$ cat config.mk
export PLATFORM = sky130hd
export DESIGN_NAME = c2d_cell
export DESIGN_NICKNAME = d
export VERILOG_FILES = /design/src/sv/c2d_pkg.sv /design/src/sv/c2d_cell.sv
export SDC_FILE = /design/constraint.sdc
export NUM_CORES = 1
export LEC_CHECK = 0
export ABC_AREA = 1
export BUFFER_PORTS_ARGS = -buffer_cell sky130_fd_sc_hd__buf_4
export CAP_MARGIN = 20
export CORE_MARGIN = 8
export CORE_UTILIZATION = 51
export CTS_BUF_LIST = sky130_fd_sc_hd__clkbuf_4 sky130_fd_sc_hd__clkbuf_8
export DETAILED_ROUTE_END_ITERATION = 16
export GPL_TIMING_DRIVEN = 1
export PLACE_DENSITY = 0.77
export SYNTH_ARGS = -nofsm -noshare
export SYNTH_HDL_FRONTEND = slang
export SYNTH_SLANG_ARGS = --single-unit
$ cat constraint.sdc
create_clock -name clock -period 7.85 [get_ports clock]
set_input_delay 1.57 -clock clock [delete_from_list [all_inputs] [get_ports clock]]
set_output_delay 1.57 -clock clock [all_outputs]
set_load 0.005 [all_outputs]
$ cat src/sv/c2d_pkg.sv
// ----------------------------------------------------------------------------
// c2d_pkg
// Shared constants, beat types and state codes for the multi-filter
// convolution block.
// ----------------------------------------------------------------------------
package c2d_pkg;

   localparam int MAX_IMAGE   = 64;
   localparam int MAX_KERNEL  = 5;
   localparam int MAX_FILTERS = 8;
   localparam int TAPS        = MAX_KERNEL * MAX_KERNEL;

   localparam int SAMPLE_W = 16;
   localparam int ACC_W    = 40;
   localparam int COL_W    = 6;
   localparam int SIDE_W   = 7;
   localparam int KSIDE_W  = 3;
   localparam int NF_W     = 4;
   localparam int FID_W    = 3;
   localparam int TAP_W    = 5;
   localparam int SLOT_W   = 3;
   localparam int ACT_W    = 15;
   localparam int LS_DEPTH = MAX_KERNEL * MAX_IMAGE;
   localparam int LS_AW    = $clog2(LS_DEPTH);

   localparam logic [1:0] KIND_PIXEL  = 2'd0;
   localparam logic [1:0] KIND_WEIGHT = 2'd1;
   localparam logic [1:0] KIND_BIAS   = 2'd2;

   localparam logic [1:0] REG_IMAGE_SIDE  = 2'd0;
   localparam logic [1:0] REG_KERNEL_SIDE = 2'd1;
   localparam logic [1:0] REG_FILTERS     = 2'd2;

   localparam logic [SIDE_W-1:0]  IMAGE_SIDE_RST  = 7'd28;
   localparam logic [KSIDE_W-1:0] KERNEL_SIDE_RST = 3'd3;
   localparam logic [NF_W-1:0]    FILTERS_RST     = 4'd8;

   typedef struct packed {
      logic [1:0]                 kind;
      logic signed [SAMPLE_W-1:0] sample;
      logic signed [SAMPLE_W-1:0] coefficient;
      logic [FID_W-1:0]           filter_sel;
      logic [TAP_W-1:0]           tap_sel;
   } req_type;

   typedef struct packed {
      logic [FID_W-1:0] filter_id;
      logic [COL_W-1:0] out_row;
      logic [COL_W-1:0] out_col;
      logic [ACT_W-1:0] activation;
      logic             last_filter;
      logic             frame_done;
   } rsp_type;

   // sample walking down the cell row
   typedef struct packed {
      logic                       valid;
      logic                       first;
      logic                       last;
      logic [TAP_W-1:0]           tap;
      logic signed [SAMPLE_W-1:0] sample;
   } chain_type;

   // coefficient load for one cell
   typedef struct packed {
      logic                       wen;
      logic                       ben;
      logic [TAP_W-1:0]           tap;
      logic signed [SAMPLE_W-1:0] data;
   } cell_load_type;

   typedef enum logic [1:0] {
      ST_IDLE,
      ST_FEED,
      ST_WAIT,
      ST_DRAIN
   } state_type;

endpackage

$ cat src/sv/c2d_cell.sv
// ----------------------------------------------------------------------------
// c2d_cell
// One filter cell: own weights and bias, multiply-accumulate over the
// window taps, forwards each sample to the next cell out of its chain register.
// ----------------------------------------------------------------------------
module c2d_cell
   import c2d_pkg::*;
(
   input  logic                       clock,
   input  logic                       reset,
   input  chain_type                  chain_in,
   output chain_type                  chain_out,
   input  cell_load_type              load,
   output logic signed [ACC_W-1:0]    acc_out,
   output logic signed [SAMPLE_W-1:0] bias_out,
   output logic                       done_out
);

   logic signed [SAMPLE_W-1:0]   wmem [TAPS];
   logic signed [SAMPLE_W-1:0]   bias_ff;
   chain_type                    chain_ff;
   logic signed [SAMPLE_W-1:0]   w_ff;
   logic signed [2*SAMPLE_W-1:0] prod_ff;
   logic                         p_valid_ff;
   logic                         p_first_ff;
   logic                         p_last_ff;
   logic signed [ACC_W-1:0]      acc_ff;
   logic                         done_ff;

   always_ff @(posedge clock) begin
      if (load.wen) begin
         wmem[load.tap] <= load.data;
      end
      if (load.ben) begin
         bias_ff <= load.data;
      end
      w_ff <= wmem[chain_in.tap];
   end

   always_ff @(posedge clock) begin
      if (reset) begin
         chain_ff   <= '0;
         p_valid_ff <= 1'b0;
         done_ff    <= 1'b0;
      end else begin
         chain_ff   <= chain_in;
         p_valid_ff <= chain_ff.valid;
         done_ff    <= p_valid_ff & p_last_ff;
      end
   end

   always_ff @(posedge clock) begin
      prod_ff    <= chain_ff.sample * w_ff;
      p_first_ff <= chain_ff.first;
      p_last_ff  <= chain_ff.last;
      if (p_valid_ff) begin
         acc_ff <= (p_first_ff ? '0 : acc_ff) + ACC_W'(prod_ff);
      end
   end

   assign chain_out = chain_ff;
   assign acc_out   = acc_ff;
   assign bias_out  = bias_ff;
   assign done_out  = done_ff;

endmodule

==> results.yml <==
outcome:
  status: "finished clean"
yosys:
  syn_nets: 4053
  synth_area_leaders: "edfxtp_1, fa_1, nand2_1, inv_1, nor2_1"
  async_flop_share_pct: 0
  syn_area_per_cell_um2: 9.238
  synthTopCellsByCount: "nand2_1, inv_1, nor2_1"
  synthCells: 3620
  yosysMostFrequentCell: "nand2_1"
  synth_area_leader_cell: "edfxtp_1"
  synth-seq-area-share_pct: 45.50
  synth_cell_types: 35
  yosysWarnings: 0
  synth_ff_type: "edfxtp_1"
  synth_edf_count: 456
  yosysTopAreaCellShare_pct: 40.95
  ys_ff_latch: 532
  synth_area_um2: 33440
routing:
  via_per_inst: 5.300
  wl_per_cell_um: 18.36
  ant_nets: 0
  drt_wl_total_mm: 85.63
  dr.pass1.iters: 5
  drcViolationCount: 0
  drtIter0Drc: 2209
  via_count: 24720
pwr:
  irDropWorstVdd_mv: 0.4074
  power_w: 0.01322
  pwr_density_cell_nw_per_um2: 356.0
  leakage_nw: 17.37
cts:
  clk_latency_ns: 0.74
  cts_root_buffer: "clkbuf_8"
  post-cts-setup-buffer-count: 0
  clk_pin_slew_ns: 0.07
  cts_tree: "done"
  cts_resized: 0
  clock-sinks: 532
  cts.htree.levels: 3
  clockBufferDepth: 3
  cts_hold_buf: 0
  cts_made_buffers: 87
global_routing:
  grt_max_degree: 89
  grt_pass1_vias: 24640
  grt_pass1_wl_mm: 134.2
  grt-ovfl-total: 0
  antenna_found_initial: 3
  grt_usage_pct: 23.03
sta:
  fin_tns_setup_ns: 0
  fmax_mhz: 167.0
  fin_crit_ns: 5.986
  period_share_pct: 76.26
  max_slew.worst_pin.slew_ns: 0.9794
  hold_viol: 0
  slew_headroom_pct: 34.63
  fin_skew_ns: 0.08334
  finalSetupViolCount: 0
  rsz0062_at_grt: "false"
  slew_violations: 0
setup_path:
  cp-start-kind: "flip-flop"
  path_max_fanout: 17
  arrival_ns: 6.56
  required_ns: 8.42
  cp_common_cell: "fa_1"
  cp-end-kind: "flip-flop"
  criticalPathCategory: "reg2reg"
  worstPathCellList: "nand2_1 > inv_1 > fa_1 > fa_1 > fa_1 > fa_1 > fa_1 > inv_1 > fa_1 > inv_1 > ha_1 > nand2_1 > nor2_1 > nand2_1 > inv_1 > nand4_1 > nand4_1 > nand2_1"
  max_stage_delay_ns: 0.83
  cp_slowest_cell: "fa_1"
  r2r.worst_path.cells: 18
floorplanning:
  start_util_pct: 51.14
  core_um2: 65390
  rows: 94
  pin_count: 130
  dieArea_um2: 74020
  die_x_um: 272.1
  die_y_um: 272.1
place:
  hpwl_mm: 59.51
  gp_congestion: 0.9371
  portBuffers: 129
min_path:
  whs_path_depth: 0
  hold_path_class: "reg2reg"
layout:
  syn_to_final_growth_pct: 11.02
  drive_gt1_share_pct: 8.713
  multiInputGateArea_um2: 15010
  ff_latch_area_um2: 15220
  final_nets: 4160
  fillers: 5597
job:
  cap_violations: 0
==> placed cells by master, fill, tap and decap left out, drive strengths merged, types with 24 or more instances in the layout <==
| cell type | netlist | layout |
|---|---|---|
| nand2 | 786 | 786 |
| inv | 684 | 687 |
| nor2 | 484 | 484 |
| edfxtp | 456 | 456 |
| fa | 263 | 263 |
| o21ai | 235 | 235 |
| buf | 54 | 166 |
| ha | 121 | 121 |
| clkbuf | 94 | 120 |
| nand3 | 118 | 118 |
| dfxtp | 76 | 76 |
| o211ai | 70 | 70 |
| a21oi | 55 | 55 |
| xor2 | 33 | 33 |
| clkinv | 0 | 26 |
| o22ai | 24 | 24 |
==> power by group <==
part	switching, W	total, W	internal (W)
combinational	0.00450	0.00696	0.00246
sequential	0.000160	0.00352	0.00336
clock	0.00120	0.00274	0.00154
total	0.00586	0.0132	0.00736
==> sequential cells by signal, indices dropped and copies added (netlist names), 16 cells and up <==
| signal | cells |
|---|---|
| acc_out | 40 |
| bias_out | 16 |
| chain_out | 24 |
| prod_ff | 32 |
| w_ff | 16 |
| wmem | 400 |
==> per-layer routing <==
layer | up-vias | global-route usage [%] | part of all wire, %
met5 | - | 0 | 0
met4 | 0 | 9.837 | 4.2
met3 | 195 | 3.499 | 7.7
met2 | 1032 | 39.11 | 49
met1 | 11870 | 29.30 | 39
li1 | 11620 | - | -
==> final timing paths <==
kind | startpoint | to | slack [ns]
setup / recovery | chain_out[15] | prod_ff[24] | 1.86
hold / removal | chain_out[21] | p_last_ff | 0.35
setup reg to reg | chain_out[15] | prod_ff[24] | 1.86
hold reg to reg | chain_out[21] | p_last_ff | 0.35
==> cell families after synthesis <==
| group | synth area share, % |
|---|---|
| AND/OR/NAND/NOR | 16.90 |
| buffers and inverters | 9.653 |
| flip-flops | 45.50 |
| AO/OA/AOI/OAI | 6.604 |
| adder cells (fa/ha/maj) | 20.27 |
| XOR/XNOR | 1.074 |
==> cell type report <==
class / count / share of cell area, %
antenna: 1 / 0.006740
clock buffer: 120 / 3.943
clock inverter: 41 / 1.429
inverter: 684 / 6.922
multi-input combinational: 2256 / 40.42
sequential: 532 / 40.98
tap: 864 / 2.912
timing repair buffer: 166 / 3.390
==> critical path: cells and delay by family (launching register included) <==
| kind | cells | cell delay, ns |
|---|---|---|
| adder cells (fa/ha/maj) | 7 | 3.74 |
| AND/OR/NAND/NOR | 7 | 1.04 |
| flip-flops | 1 | 0.72 |
| buffers and inverters | 4 | 0.35 |
==> metrics by stage <==
step	setup slack, ns	cells	cell area [µm²]	util (%)	hold slack [ns]
4_1_cts	1.852	4662	37110	56.74	0.3594
3_5_place_dp	1.858	4501	35110	53.69	0.3573
2_1_floorplan	2.417	3620	33440	-	0.3528
6_report	1.864	4664	37130	56.78	0.3533
3_3_place_gp	1.974	4501	35110	53.69	0.3359
5_1_grt	1.520	4664	37130	56.78	0.3710
Note: power is estimated with default switching activity, not from simulation.
